File: config.mk
export PLATFORM = sky130hd
export DESIGN_NAME = imu_frame_parser_checksum_unit_flat
export DESIGN_NICKNAME = d
export VERILOG_FILES = /design/src/hw/rtl/imufp_pkg.sv /design/src/hw/rtl/imufp_byte_if.sv /design/src/hw/rtl/imufp_sample_if.sv /design/src/hw/rtl/imufp_in_stage.sv /design/src/hw/rtl/imufp_parser.sv /design/src/hw/rtl/imufp_out_stage.sv /design/src/hw/rtl/imu_frame_parser_checksum_unit.sv /design/src/flat_wrapper.sv
export SDC_FILE = /design/constraint.sdc
export NUM_CORES = 1
export LEC_CHECK = 0
export ABC_AREA = 1
export BUFFER_PORTS_ARGS = -buffer_cell sky130_fd_sc_hd__clkbuf_2
export CAP_MARGIN = 20
export CORE_MARGIN = 2
export CORE_UTILIZATION = 23
export DETAILED_ROUTE_END_ITERATION = 8
export PLACE_DENSITY = 0.41
export RECOVER_POWER = 50
export SLEW_MARGIN = 20
export SYNTH_ARGS = -nofsm -noshare
export SYNTH_HDL_FRONTEND = slang
export SYNTH_SLANG_ARGS = --single-unit
File: constraint.sdc
create_clock -name clk -period 10.7 [get_ports clk]
set_input_delay 1.605 -clock clk [delete_from_list [all_inputs] [get_ports clk]]
set_output_delay 1.605 -clock clk [all_outputs]
set_load 0.05 [all_outputs]
File: src/hw/rtl/imufp_pkg.sv
package imufp_pkg;

	localparam logic [7:0] HDR0       = 8'hA5;
	localparam logic [7:0] HDR1       = 8'h5A;
	localparam logic [7:0] FRAME_LEN  = 8'h16;
	localparam logic [7:0] FRAME_TYPE = 8'hA2;

	localparam int unsigned PAYLOAD_FIRST = 4;
	localparam int unsigned PAYLOAD_COUNT = 12;
	localparam int unsigned IDX_W         = 5;
	localparam int unsigned PIDX_W        = $clog2(PAYLOAD_COUNT);

	typedef enum logic [2:0] {
		PH_HUNT  = 3'd0,
		PH_HDR1  = 3'd1,
		PH_LEN   = 3'd2,
		PH_TYPE  = 3'd3,
		PH_BODY  = 3'd4,
		PH_CHECK = 3'd5
	} phase_t;

	typedef struct packed {
		logic signed [15:0] accel_x;
		logic signed [15:0] accel_y;
		logic signed [15:0] accel_z;
		logic signed [15:0] gyro_x;
		logic signed [15:0] gyro_y;
		logic signed [15:0] gyro_z;
	} imu_sample_t;

	// one received byte handed from the input stage to the parser
	typedef struct packed {
		logic       fire;
		logic [7:0] rx_byte;
	} byte_req_t;

	// parser result handed to the output register
	typedef struct packed {
		logic        hit;
		imu_sample_t sample;
	} parse_res_t;

endpackage

File: src/hw/rtl/imufp_byte_if.sv
interface imufp_byte_if;
	logic       valid;
	logic       ready;
	logic [7:0] rx_byte;

	modport source (output valid, output rx_byte, input ready);
	modport sink   (input valid, input rx_byte, output ready);
endinterface

File: src/hw/rtl/imufp_sample_if.sv
interface imufp_sample_if;
	import imufp_pkg::*;
	logic        valid;
	logic        ready;
	imu_sample_t sample;

	modport source (output valid, output sample, input ready);
	modport sink   (input valid, input sample, output ready);
endinterface

File: src/hw/rtl/imufp_in_stage.sv
module imufp_in_stage (
	input  logic                 clk,
	input  logic                 arst_n,
	imufp_byte_if.sink           rx,
	input  logic                 out_free,
	output imufp_pkg::byte_req_t req
);
	import imufp_pkg::*;

	logic       valid_s1;
	logic [7:0] byte_s1;
	logic       fire;

	assign fire     = valid_s1 && out_free;
	assign rx.ready = !valid_s1 || fire;

	always_ff @(posedge clk or negedge arst_n) begin
		if (!arst_n) begin
			valid_s1 <= 1'b0;
		end else if (rx.ready) begin
			valid_s1 <= rx.valid;
		end
	end

	always_ff @(posedge clk) begin
		if (rx.ready && rx.valid) begin
			byte_s1 <= rx.rx_byte;
		end
	end

	assign req.fire    = fire;
	assign req.rx_byte = byte_s1;
endmodule

File: src/hw/rtl/imufp_parser.sv
module imufp_parser (
	input  logic                  clk,
	input  logic                  arst_n,
	input  imufp_pkg::byte_req_t  req,
	output imufp_pkg::parse_res_t res
);
	import imufp_pkg::*;

	phase_t           phase_q, phase_d;
	logic [IDX_W-1:0] idx_q, idx_d;
	logic [7:0]       sum_q, sum_d;
	logic [7:0]       payload_q [PAYLOAD_COUNT];

	logic [7:0]       b;
	logic [IDX_W-1:0] idx_inc;
	logic [7:0]       sum_inc;
	logic [IDX_W-1:0] pidx_full;
	logic             wr_en;
	logic             csum_ok;
	logic             hit;

	assign b         = req.rx_byte;
	assign idx_inc   = idx_q + IDX_W'(1);
	assign sum_inc   = sum_q + b;
	assign pidx_full = idx_q - IDX_W'(PAYLOAD_FIRST);
	// expected value is sum+1 in nine bits, so a sum of FF never matches
	assign csum_ok   = ({1'b0, sum_q} + 9'd1) == {1'b0, b};

	always_comb begin
		phase_d = phase_q;
		idx_d   = idx_q;
		sum_d   = sum_q;
		case (phase_q)
			PH_HDR1, PH_LEN, PH_TYPE: begin
				if ((phase_q == PH_HDR1 && b == HDR1) ||
				    (phase_q == PH_LEN  && b == FRAME_LEN) ||
				    (phase_q == PH_TYPE && b == FRAME_TYPE)) begin
					idx_d   = idx_inc;
					sum_d   = sum_inc;
					phase_d = (phase_q == PH_HDR1) ? PH_LEN :
					          (phase_q == PH_LEN)  ? PH_TYPE : PH_BODY;
				end else if (b == HDR0) begin
					phase_d = PH_HDR1;
					idx_d   = IDX_W'(1);
					sum_d   = HDR0;
				end else begin
					phase_d = PH_HUNT;
					idx_d   = '0;
					sum_d   = '0;
				end
			end
			PH_BODY: begin
				idx_d   = idx_inc;
				sum_d   = sum_inc;
				phase_d = ({3'b000, idx_inc} >= FRAME_LEN ||
				           idx_inc < IDX_W'(PAYLOAD_FIRST)) ? PH_CHECK : PH_BODY;
			end
			default: begin
				// hunting, a failed checksum, and unused codes all restart on A5
				if (b == HDR0 && !(phase_q == PH_CHECK && csum_ok)) begin
					phase_d = PH_HDR1;
					idx_d   = IDX_W'(1);
					sum_d   = HDR0;
				end else begin
					phase_d = PH_HUNT;
					idx_d   = '0;
					sum_d   = '0;
				end
			end
		endcase
	end

	always_comb begin
		wr_en = 1'b0;
		hit   = 1'b0;
		case (phase_q)
			PH_BODY: begin
				wr_en = idx_q >= IDX_W'(PAYLOAD_FIRST) &&
				        idx_q < IDX_W'(PAYLOAD_FIRST + PAYLOAD_COUNT);
			end
			PH_CHECK: begin
				hit = csum_ok;
			end
			default: begin
				wr_en = 1'b0;
				hit   = 1'b0;
			end
		endcase
	end

	always_ff @(posedge clk or negedge arst_n) begin
		if (!arst_n) begin
			phase_q <= PH_HUNT;
			idx_q   <= '0;
			sum_q   <= '0;
		end else if (req.fire) begin
			phase_q <= phase_d;
			idx_q   <= idx_d;
			sum_q   <= sum_d;
		end
	end

	always_ff @(posedge clk) begin
		if (req.fire && wr_en) begin
			payload_q[pidx_full[PIDX_W-1:0]] <= b;
		end
	end

	assign res.hit            = req.fire && hit;
	assign res.sample.accel_x = {payload_q[0],  payload_q[1]};
	assign res.sample.accel_y = {payload_q[2],  payload_q[3]};
	assign res.sample.accel_z = {payload_q[4],  payload_q[5]};
	assign res.sample.gyro_x  = {payload_q[6],  payload_q[7]};
	assign res.sample.gyro_y  = {payload_q[8],  payload_q[9]};
	assign res.sample.gyro_z  = {payload_q[10], payload_q[11]};

`ifndef SYNTH
	a_body_idx: assert property (@(posedge clk) disable iff (!arst_n)
		phase_q == PH_BODY |-> idx_q >= IDX_W'(PAYLOAD_FIRST) && idx_q <= IDX_W'(21))
		else $error("body byte index out of frame");
	a_check_idx: assert property (@(posedge clk) disable iff (!arst_n)
		phase_q == PH_CHECK |-> idx_q == IDX_W'(22))
		else $error("checksum phase at wrong offset");
	a_hunt_clear: assert property (@(posedge clk) disable iff (!arst_n)
		phase_q == PH_HUNT |-> idx_q == '0 && sum_q == '0)
		else $error("hunt phase with stale index or sum");
	a_hit_hunt: assert property (@(posedge clk) disable iff (!arst_n)
		res.hit |=> phase_q == PH_HUNT)
		else $error("no return to hunt after accepted frame");
`endif
endmodule

File: src/hw/rtl/imufp_out_stage.sv
module imufp_out_stage (
	input  logic                  clk,
	input  logic                  arst_n,
	input  imufp_pkg::parse_res_t res,
	output logic                  out_free,
	imufp_sample_if.source        imu
);
	import imufp_pkg::*;

	logic        valid_q;
	imu_sample_t sample_q;

	assign out_free = !valid_q || imu.ready;

	always_ff @(posedge clk or negedge arst_n) begin
		if (!arst_n) begin
			valid_q <= 1'b0;
		end else if (res.hit) begin
			valid_q <= 1'b1;
		end else if (imu.ready) begin
			valid_q <= 1'b0;
		end
	end

	always_ff @(posedge clk) begin
		if (res.hit) begin
			sample_q <= res.sample;
		end
	end

	assign imu.valid  = valid_q;
	assign imu.sample = sample_q;
endmodule

File: src/hw/rtl/imu_frame_parser_checksum_unit.sv
// Path: a checksum byte is held in the input byte register, then the parser update
// writes the result register once that register is free to take it.
// Throughput: one byte per cycle; the byte register and the result register
// only stall when a finished result is still waiting to be taken.
// Reset: arst_n clears valids, parse phase, byte index and running sum;
// the stored payload bytes are not reset.
module imu_frame_parser_checksum_unit (
	input  logic           clk,
	input  logic           arst_n,
	imufp_byte_if.sink     rx,
	imufp_sample_if.source imu
);
	import imufp_pkg::*;

	byte_req_t  req;
	parse_res_t res;
	logic       out_free;

	imufp_in_stage u_in (
		.clk      (clk),
		.arst_n   (arst_n),
		.rx       (rx),
		.out_free (out_free),
		.req      (req)
	);

	imufp_parser u_parser (
		.clk    (clk),
		.arst_n (arst_n),
		.req    (req),
		.res    (res)
	);

	imufp_out_stage u_out (
		.clk      (clk),
		.arst_n   (arst_n),
		.res      (res),
		.out_free (out_free),
		.imu      (imu)
	);
endmodule

File: src/flat_wrapper.sv
// flat-port wrapper written by rule: the top's interface ports become plain ports
module imu_frame_parser_checksum_unit_flat import imufp_pkg::*;
  (clk, arst_n, rx_valid, rx_rx_byte, rx_ready, imu_valid, imu_sample, imu_ready);
  imufp_byte_if rx_i ();
  imufp_sample_if imu_i ();
  input  logic clk;
  input  logic arst_n;
  input wire logic [$bits(rx_i.valid)-1:0] rx_valid;
  input wire logic [$bits(rx_i.rx_byte)-1:0] rx_rx_byte;
  output wire logic [$bits(rx_i.ready)-1:0] rx_ready;
  output wire logic [$bits(imu_i.valid)-1:0] imu_valid;
  output wire logic [$bits(imu_i.sample)-1:0] imu_sample;
  input wire logic [$bits(imu_i.ready)-1:0] imu_ready;
  assign rx_i.valid = rx_valid;
  assign rx_i.rx_byte = rx_rx_byte;
  assign rx_ready = rx_i.ready;
  assign imu_valid = imu_i.valid;
  assign imu_sample = imu_i.sample;
  assign imu_i.ready = imu_ready;
  imu_frame_parser_checksum_unit u_core (.clk(clk), .arst_n(arst_n), .rx(rx_i), .imu(imu_i));
endmodule
# Word-level counts from Yosys, hierarchy flattened
# Memories as Yosys holds them, arrays and structs flattened. A register that Yosys moved wholly into a read port is not among the register bits.
# Cells that the tools add are included.
dict set report word_totals {
  out_inout_bits 98
  mem_count 1
  inputBits 12
  word_cells 66
  ramBits 96
  ff_bits 26
}
dict set report op_classes {
  n_eq_ne 10
  magnitude_cmp 4
  reduce_logical 20
  add_sub_neg 4
  n_mux 21
}
# memory words word_bits rd rd_ports_with_merged_regs write_ports line_no
set memory_table {}
lappend memory_table {u_core.u_parser.payload_q 12 8 12 12 1 imufp_parser.sv:12} ;# logic [7:0] payload_q [PAYLOAD_COUNT];
# operator count
set op_table {}
lappend op_table {{8-bit two-way mux} 3}
lappend op_table {{8-bit equality test (second input constant)} 2}
lappend op_table {{8-bit case mux with 2 select lines} 1}
lappend op_table {{1-bit two-way mux} 11}
lappend op_table {{1-bit logical AND} 10}
lappend op_table {{5-bit case mux with 2 select lines} 1}
lappend op_table {{8-bit by 1-bit adder with 9-bit output (second input constant)} 1}
lappend op_table {{9-bit by 8-bit equality test with 1-bit output} 1}
lappend op_table {{3-bit two-way mux} 3}
lappend op_table {{8-bit adder} 1}
lappend op_table {{8-bit by 5-bit equality test with 1-bit output (second input constant)} 1}
lappend op_table {{8-bit by 7-bit equality test with 1-bit output (second input constant)} 1}
lappend op_table {{3-bit by 2-bit equality test with 1-bit output (second input constant)} 2}
lappend op_table {{3-bit equality test (second input constant)} 2}
lappend op_table {{3-bit case mux with 2 select lines} 1}
lappend op_table {{5-bit by 1-bit adder with 5-bit output (second input constant)} 1}
lappend op_table {{5-bit by 3-bit greater-or-equal comparator with 1-bit output (second input constant)} 1}
lappend op_table {{5-bit greater-or-equal comparator (second input constant)} 1}
lappend op_table {{1-bit logical OR} 5}
lappend op_table {{5-bit by 3-bit less-than comparator with 1-bit output (second input constant)} 1}
lappend op_table {{5-bit less-than comparator (second input constant)} 1}
lappend op_table {{5-bit two-way mux} 1}
lappend op_table {{4-bit by 3-bit subtractor with 4-bit output (second input constant)} 1}
lappend op_table {{3-bit by 1-bit equality test with 1-bit output (second input constant)} 1}
lappend op_table {{other kinds (3)} 5}

# Longest topological paths before layout
dict set report depth {
  word_depth 7
  ltp_mapped 12
}

# Cells and area by module
# Synthesis repeated with hierarchy kept, for this count alone.
dict set report unflattened {
  cells_unflattened 521
  hier_area_um2 7901.3
}
# module cells_each area_per_inst_um2 seq_area_each_um2 instances
set by_module_without_submodules {}
lappend by_module_without_submodules {imufp_parser 403 4673.2 3283.1 1}
lappend by_module_without_submodules {imufp_out_stage 101 2927.8 2907.8 1}
lappend by_module_without_submodules {imufp_in_stage 17 300.3 265.3 1}

# Worst setup path after synthesis
# OpenSTA, ideal clock, no wires.
dict set report synth_timing {
  path_kind {input -> register}
  start {input port imu_ready}
  end {register, netlist name imu_sample[0]}
  setup_slack_ns -1.112
  path_stages 4
  setup_ns 0.786
  required_time_ns 9.914
  t_arrival_ns 11.026
  path_cell_list {o21ai_2 > nor3b_1 > o21ai_1 > nor4_1}
}
# element line_no
set synth_rtl {}
lappend synth_rtl {{start, declared} flat_wrapper.sv:13} ;# input wire logic [$bits(imu_i.ready)-1:0] imu_ready;

==> impl_metrics.ini <==
[final_layout]
fin_cells = 1093
layout-drive-gt1-share = 0.197
final_core_util = 0.286
area_delta_synth_final_pct = 22.4
final_nets = 657
diodes = 0

[logic_synthesis]
syn_inst = 496
syn-cell-area_um2 = 7840
ys_warn_count = 0
syn_nets = 522
synth_cell_types = 28
synth_seq_cells = 218
avgSynthCellArea_um2 = 15.8
ys_seq_area_frac = 0.824

[global_routing]
antenna_found_initial = 0
gr-total-overflow = 0
grt_max_degree = 81
grt_pass1_vias = 4268
grt_usage = 0.0926
grt_pass1_wl_um = 25400

[detailed_routing]
drt_iter0_drc = 252
route.antenna.remaining_nets = 0
drt_first_pass_iters = 6
vias_per_cell = 3.87
routed_wl_um = 16900
vias = 4235
wl_per_cell_um = 15.4
drcViolationCount = 0

[power]
powerDensity_nw_per_um2 = 185
leakagePower_nw = 3.45
power_mw = 1.77
ir_drop_uv = 82.3

[worst_setup_path]
required_ns = 10.82
crit_path_start_kind = input port
cp.arrival_ns = 4.29
crit_fanout = 80
critPathKind = input port to flop
crit_path_end_kind = flop

[timing]
fin_tns_setup_ns = 0
hold_viol = 0
worst_slew_pin_slew_ns = 1.38
max_slew_margin = 0.0780
finalCritPeriodShare = 0.389
drv_slew = 0
max_freq_mhz = 240
finalCriticalPeriod_ns = 4.17
finalSetupViolCount = 0
skew_ns = 0.0173
rsz0062_at_grt = false
worst_slack_ns = 6.53

[placement]
gp_congestion = 0.854
place_inst = 1054
portBuffers = 109
dp_slack_ns = 6.09
hpwlAfterDp_um = 10900

[clock_tree]
postCtsSetupBuffers = 0
clk_pin_slew_ns = 0.06
cts_tree = done
clock_path_buffers = 3
cts-resized-gates = 0
htreeDepth = 1
cts_root_buf = clkbuf_16
cts_hold_buf = 0
clock_sinks = 218
numCtsBuffers = 22
worstSkewPairLatency_ns = 0.50

[floorplan]
initial_core_util = 0.234
pin_count = 110
die-area_um2 = 35600
fp.dieW_um = 189
core_um2 = 33500
rows = 67
die_y_um = 189

[outcome]
outcome = complete, no violations

[job]
drv_cap = 0

[worst_hold_path]
hold_class = flop to flop
## kinds of logic after synthesis
logic type	after synthesis	share of synthesized area
xor+xnor	8	0.00894
flops	218	0.824
fa+ha+maj	14	0.0233
compound gates	26	0.0225
buf+inv	45	0.0215
simple gates	185	0.100
## per-stage QoR
step	instance area [um^2]	hold slack (ns)
after CTS	9630	0.411
final	9600	0.407
after global placement	8970	0.402
after global routing	9600	0.423
after detailed placement	8970	0.405
after floorplan	7850	0.400
## synth_stat cells
| cell | count | area, um^2 |
|---|---|---|
| a31oi_1 | 2 | 12.5 |
| nor3_1 | 4 | 20.0 |
| a2111oi_4 | 1 | 27.5 |
| dfrtp_1 | 18 | 450 |
| xnor2_1 | 3 | 26.3 |
| a21o_1 | 1 | 7.51 |
| nor2_1 | 37 | 139 |
| inv_1 | 36 | 135 |
| inv_2 | 7 | 26.3 |
| o22ai_1 | 9 | 56.3 |
| a21oi_1 | 6 | 30.0 |
| nor4_1 | 1 | 6.26 |
| fa_1 | 1 | 20.0 |
| nand2_2 | 5 | 31.3 |
| edfxtp_1 | 200 | 6010 |
| clkinv_1 | 1 | 3.75 |
| o21ai_2 | 2 | 17.5 |
| nand4_1 | 4 | 25.0 |
| buf_1 | 1 | 3.75 |
| xor2_1 | 5 | 43.8 |
| nor3b_1 | 1 | 7.51 |
| o21ai_0 | 1 | 5.00 |
| nor3_4 | 1 | 16.3 |
| ha_1 | 13 | 163 |
| nand2_1 | 101 | 379 |
| nand3b_1 | 2 | 15.0 |
| o21ai_1 | 4 | 20.0 |
| nand3_1 | 29 | 145 |
## state kept, by name, indices dropped and copies added, names as in the netlist
| register | count |
|---|---|
| imu_sample | 96 |
| u_core.u_parser.payload_q | 96 |
| u_core.u_in.byte_s1 | 8 |
| u_core.u_parser.sum_q | 8 |
| u_core.u_parser.idx_q | 5 |
| u_core.u_parser.phase_q | 3 |
| u_core.u_in.valid_s1 | 1 |
| u_core.u_out.imu.valid | 1 |
## power by group
| group | switching (mW) | internal [mW] |
|---|---|---|
| sequential | 0.0253 | 0.935 |
| combinational | 0.0697 | 0.0394 |
| clock | 0.304 | 0.402 |
## worst paths after layout
kind	start	end	slack (ns)	depth (start not counted)
hold reg to reg	u_core.u_parser.payload_q[2][7]	imu_sample[79]	0.41	0
hold / removal	u_core.u_parser.payload_q[2][7]	imu_sample[79]	0.41	0
max in group asynchronous	arst_n	u_core.u_out.imu.valid	8.66	1
setup / recovery	imu_ready	imu_sample[21]	6.53	6
min in group asynchronous	arst_n	u_core.u_parser.sum_q[1]	1.32	1
setup reg to reg	u_core.u_in.byte_s1[2]	imu_sample[21]	6.84	8
## cell type report
type / instances / area (um^2)
well taps: 448 / 561
flip-flops and latches: 218 / 6460
repair buffers: 112 / 531
clock buffers: 25 / 562
multi-input cells: 233 / 1220
inverters: 44 / 165
clock inverters: 13 / 100
fillers: 3422 / 23900
## placed cells by master, fill, tap and decap left out, types with 9 or more instances in the layout
cell type / count
dfrtp_1: 18
clkbuf_16: 22
clkbuf_2: 82
edfxtp_1: 200
nand3_1: 29
o22ai_1: 9
nand2_1: 101
nor2_1: 37
inv_1: 37
ha_1: 13
clkbuf_1: 31
## per-layer routing
layer  wire, um  track usage  vias to the layer above  part of all wire
met5          0            0                        -                 0
met4        372       0.0282                        0             0.022
met3       1220       0.0209                       28             0.072
met2       8210        0.162                      141              0.49
met1       7080        0.114                     2032              0.42
li1           -            -                     2034                 -
## critical path, cell delays in order
cell and delay (ns):
clkbuf_1 0.13, o21ai_0 0.44, nor3b_1 0.36, o21ai_1 0.14, nor4_4 0.64, buf_4 0.88
Power figures use the tool's default switching activity.
